<file path="src/hdl/scpt_ram.sv">
// Generic single-port-write, single-port-read RAM with registered read data.
module scpt_ram #(
    parameter int WIDTH = 1,
    parameter int DEPTH = 2016,
    parameter int ABITS = (DEPTH > 1) ? $clog2(DEPTH) : 1
) (
    input  logic             clk,
    input  logic             wr_en,
    input  logic [ABITS-1:0] wr_addr,
    input  logic [WIDTH-1:0] wr_data,
    input  logic [ABITS-1:0] rd_addr,
    output logic [WIDTH-1:0] rd_data
);
    logic [WIDTH-1:0] mem [DEPTH];
    logic [WIDTH-1:0] rd_data_reg;

    always_ff @(posedge clk)
    begin
        if (wr_en)
        begin
            mem[wr_addr] <= wr_data;
        end
        rd_data_reg <= mem[rd_addr];
    end

    assign rd_data = rd_data_reg;
endmodule

</file>
<file path="config.mk">
export PLATFORM = sky130hd
export DESIGN_NAME = scpt_ram
export DESIGN_NICKNAME = d
export VERILOG_FILES = /design/src/hdl/scpt_ram.sv
export SDC_FILE = /design/constraint.sdc
export NUM_CORES = 2
export LEC_CHECK = 0
export BUFFER_PORTS_ARGS = -buffer_cell sky130_fd_sc_hd__clkbuf_2
export CORE_MARGIN = 5
export CORE_UTILIZATION = 55
export CTS_BUF_LIST = sky130_fd_sc_hd__clkbuf_8
export CTS_CLUSTER_DIAMETER = 150
export DETAILED_ROUTE_END_ITERATION = 10
export HOLD_SLACK_MARGIN = 0.05
export MAX_ROUTING_LAYER = met4
export PLACE_DENSITY_LB_ADDON = 0.2
export SETUP_SLACK_MARGIN = 0.2
export SLEW_MARGIN = 20
export SYNTH_ARGS = -nofsm -noshare
export SYNTH_HDL_FRONTEND = slang
export SYNTH_SLANG_ARGS = --single-unit
</file>
<file path="constraint.sdc">
create_clock -name clk -period 5 [get_ports clk]
set_clock_uncertainty 0.05 [all_clocks]
set_input_delay 0 -clock clk [delete_from_list [all_inputs] [get_ports clk]]
set_output_delay 0 -clock clk [all_outputs]
set_load 0.01 [all_outputs]
</file>
**Word level (Yosys, flattened, before mapping)**

Memory sizes are Yosys's and may differ from the RTL's. A register that Yosys moved wholly into a read port is not among the register bits.
Cells that the tools add are included.

- Register bits: 0
- Memory bits (writable): 2016
- Input bits: 25
- Output and inout port bits: 1
- Logic and storage cells: 3
- Memories: 1

Memories:

| name | words | width | read ports | clocked after Yosys merged registers in | write ports | RTL line | source |
|---|---|---|---|---|---|---|---|
| mem | 2016 | 1 | 1 | 1 | 1 | 14 | `logic [WIDTH-1:0] mem [DEPTH];` |

- Muxes and demuxes: 2

Operator list:

| cell | count |
|---|---|
| 1-bit two-way mux | 2 |

**Logic depth before layout (Yosys ltp)**

- Depth after elaboration: 2
- Mapped depth: 14
- Mapped depth without buffers: 9

**Least setup slack after synthesis**

Ideal clock, no wire load.

- Path kind: in2reg
- From: input port rd_addr[0]
- To: register rd_data_reg (netlist: rd_data), read port of mem
- Library setup time: 0.122 ns
- Data arrival time: 2.147 ns
- Required time: 4.828 ns
- Setup slack: 2.681 ns
- Stages: 10
- Buffers on the path: 4
- Cells stage by stage: buf_6 -> buf_12 -> buf_12 -> buf_4 -> mux4_2 -> a2111oi_0 -> a211oi_1 -> a211oi_1 -> a211oi_1 -> o311a_1

RTL lines:

| element | RTL line | source |
|---|---|---|
| start: declaration | 11 | `input logic [ABITS-1:0] rd_addr,` |
| end: declaration | 15 | `logic [WIDTH-1:0] rd_data_reg;` |

==> results.toml <==
[placed_design]
placement.cell_area_sq_um = 90000
placement.io_buffers = 25
place.gp.congestion = 0.8532
place.detailed.hpwl_um = 140700

[clock_tree]
cts_root_buffer = "sky130_fd_sc_hd__clkbuf_8"
clk-insertion-delay-late_ns = 1.10
cts.clk_slew.worst_paths_ns = 0.06
tritoncts = "yes"
max-clock-path-buffers = 4
cts_inserted_buffers = 337
clkSinkCount = 2017
clock_tree.htree_level_count = 5

[worst_setup_path]
r2r-start = "mem[1927]"
criticalPathCategory = "reg2reg"
critPathLaunchType = "flop"
reg2reg_to = "rd_data"
worst_r2r_setup_slack_ns = 0.86
timing.critical_path.arrival_ns = 5.00
required_arrival_time_at_the_worst_endpoint_ns = 5.87
worst_setup_path_end_kind = "flop"
number_of_cells_on_the_worst_reg_to_reg_path = 10
critical_path.max_fanout = 1
startpoint = "mem[1927]"

[synth]
syn_area_per_cell_sq_um = 13.80
syn_inst = 6390
yosysSeqAreaShare = 0.6866
synth-edff-count = 2016
top_area_cells_in_the_synthesized_netlist = "sky130_fd_sc_hd__edfxtp_1, sky130_fd_sc_hd__nor2_1, sky130_fd_sc_hd__mux4_2"
synthesis.area_sq_um = 88200
synth_seq_cells = 2017
synth_area_leader_cell = "sky130_fd_sc_hd__edfxtp_1"
yosys_warnings = 0
yosysUniqueCellTypes = 67
async_reset_ff_frac = 0
synth_fp_nets = 6415
synthDominantCellAreaShare = 0.6864
synth_flop_cell = "sky130_fd_sc_hd__edfxtp_1"

[floorplan]
die-width_um = 410.5
io_pins = 26
placement_rows = 147
initial_utilization = 0.5512
full_die_area_sq_um = 168500
placeableCoreArea_sq_um = 160000
floorplan.die.height_um = 410.5

[sta]
worst_pin_slew_ns = 1.206
grt_setup_unrepaired = "no"
finalCriticalPeriod_ns = 4.135
final_hold_viol_count = 0
final.period_utilization = 0.8270
finalSetupViolCount = 0
maxSlewViolCount = 0
worst_slew_margin = 0.1945
final.hold.worst_slack_ns = 0.1149
fmax_achieved_mhz = 241.8
timing.setup.tns_ns = 0

[routing]
drt.antenna.violating_nets = 0
drt-wirelength-per-cell_um = 30.84
num_vias = 56990
initialDrtViolationCount = 8355
vias_per_cell = 6.581
detail_route.wirelength_um = 267100
drc = 0
firstDrtPassIters = 6

[grt]
wire_length_of_the_first_global_routing_pass_um = 383100
grt_pass1_vias = 55030
grt_max_degree = 254
grt.total_usage = 0.3241
antenna_found_initial = 15
globalRoute.totalOverflow = 0

[finish]
final_net_count = 6347
drive_gt1_frac = 0.1453
area_delta_synth_final_pct = 9.038
layout.cell_area.non_filler_sq_um = 96170
num-fill-cells = 12410
largest_register_ff_count = 2016

[worst_hold_path]
holdPathStages = 5
timing.hold.worst.class = "in2reg"
timing.hold.worst.start = "wr_addr[8]"
worstHoldEndpoint = "mem[752]"

[flow_run]
max-cap-violations = 0

[pwr]
p_total_w = 0.03357
leakage_nw = 29.41
power_density_nw_per_um2 = 349.0
peakVddDrop_mv = 0.2921

[run_status]
status = "finished clean"
cells in the mapped netlist, drive strengths merged (4+ instances only):
cell / count
nand4: 14
o21ai: 39
nor2: 2103
nand2: 164
clkbuf: 405
nand2b: 11
a22oi: 6
a21oi: 87
a31oi: 5
nor3: 86
o2111ai: 4
a2111oi: 20
mux4: 292
and3b: 8
edfxtp: 2016
o22ai: 122
o32ai: 6
nor4: 29
mux2i: 431
nand3: 55
o221ai: 145
o31ai: 6
and3: 9
a211oi: 21
nor3b: 12
mux2: 13
or4: 4
nor2b: 8
or3: 4
buf: 224
power breakdown:
group	switching, W	leakage [nW]	internal (W)
clock	0.00653	3.31	0.00651
combinational	0.00133	7.98	0.000580
sequential	0.00000382	18.1	0.0186
total	0.00786	29.4	0.0257
what timing repair did:
action,CTS,global route
setup buffers,0,0
hold buffers,25,4
endpoints found under the hold margin,2062,96
resized for setup,0,0
per-layer routing:
metal  global-route usage  up-vias  wire length, um
met2               0.4895     3811           124100
met5                    -        -                0
li1                     -    23460                -
met1               0.4318    29000            98490
met4               0.1275        0            11470
met3              0.07628      715            32980
worst max-delay path, stage by stage, from the launching register on:
cell,delay [ns]
sky130_fd_sc_hd__edfxtp_1,0.37
sky130_fd_sc_hd__mux4_2,0.50
sky130_fd_sc_hd__mux2_2,0.30
sky130_fd_sc_hd__nand3_1,0.10
sky130_fd_sc_hd__o2111ai_1,0.12
sky130_fd_sc_hd__a2111oi_0,0.93
sky130_fd_sc_hd__nand3_1,0.20
sky130_fd_sc_hd__o2111ai_1,0.22
sky130_fd_sc_hd__o2111ai_1,0.42
sky130_fd_sc_hd__o311a_1,0.22
sky130_fd_sc_hd__dlygate4sd3_1,0.57
logic make-up (layout without fill, tap and decap cells):
logic type,after synthesis,count (layout),synth area share
AND/OR/NAND/NOR,2519,2519,0.1132
multiplexers,736,736,0.1259
AO/OA/AOI/OAI,485,485,0.03914
buffers and inverters,633,796,0.03518
other,0,20,0
flip-flops,2017,2017,0.6866
through the flow:
step           cells  setup slack [ns]    util
3_5_place_dp    8040            0.8434  0.5624
3_3_place_gp    8039            0.3827  0.5623
2_1_floorplan   6390             2.681       -
6_report        8659            0.8648  0.6010
4_1_cts         8635             1.016  0.5999
5_1_grt         8652            0.9134  0.6009
how the worst max path moves through the flow:
stage | end | slack [ns] | depth (start not counted)
after floorplan | rd_data | 2.68 | 10
after global placement | rd_data | 0.38 | 10
after detailed placement | rd_data | 0.84 | 11
after CTS | rd_data | 1.02 | 10
after global routing | rd_data | 0.91 | 10
final | rd_data | 0.86 | 10
final cells by class:
type / instances / area, sq um / share of cell area
clock inverter: 228 / 1013 / 0.01054
timing repair buffer: 222 / 2108 / 0.02192
clock buffer: 342 / 4707 / 0.04894
tap: 2086 / 2610 / 0.02714
antenna: 20 / 50.05 / 0.0005204
inverter: 4 / 22.52 / 0.0002342
sequential: 2017 / 60560 / 0.6297
multi-input combinational: 3740 / 25100 / 0.2610
cell usage in the layout (no fill, tap or decap), types with 10 or more instances in the layout:
master                          instances
sky130_fd_sc_hd__diode_2               20
sky130_fd_sc_hd__mux2_2                13
sky130_fd_sc_hd__buf_12                30
sky130_fd_sc_hd__nand2_1              131
sky130_fd_sc_hd__nand2_2               32
sky130_fd_sc_hd__edfxtp_1            2016
sky130_fd_sc_hd__nand2b_1              10
sky130_fd_sc_hd__clkbuf_2              19
sky130_fd_sc_hd__a211oi_1              21
sky130_fd_sc_hd__o221ai_1             142
sky130_fd_sc_hd__nand3_4               32
sky130_fd_sc_hd__mux2i_1              431
sky130_fd_sc_hd__a2111oi_0             19
sky130_fd_sc_hd__mux4_1                17
sky130_fd_sc_hd__clkinv_1              96
sky130_fd_sc_hd__o21ai_0               39
sky130_fd_sc_hd__a21oi_1               87
sky130_fd_sc_hd__mux4_2               275
sky130_fd_sc_hd__nor2_1              2101
sky130_fd_sc_hd__nor4_1                26
sky130_fd_sc_hd__nand4_1               14
sky130_fd_sc_hd__nor3_1                86
sky130_fd_sc_hd__inv_1                 99
sky130_fd_sc_hd__dlygate4sd3_1         28
sky130_fd_sc_hd__clkbuf_8             342
sky130_fd_sc_hd__nand3_1               23
sky130_fd_sc_hd__clkinv_2              28
sky130_fd_sc_hd__o22ai_1              121
sky130_fd_sc_hd__buf_4                139
Note: power is estimated with default switching activity, not from simulation.
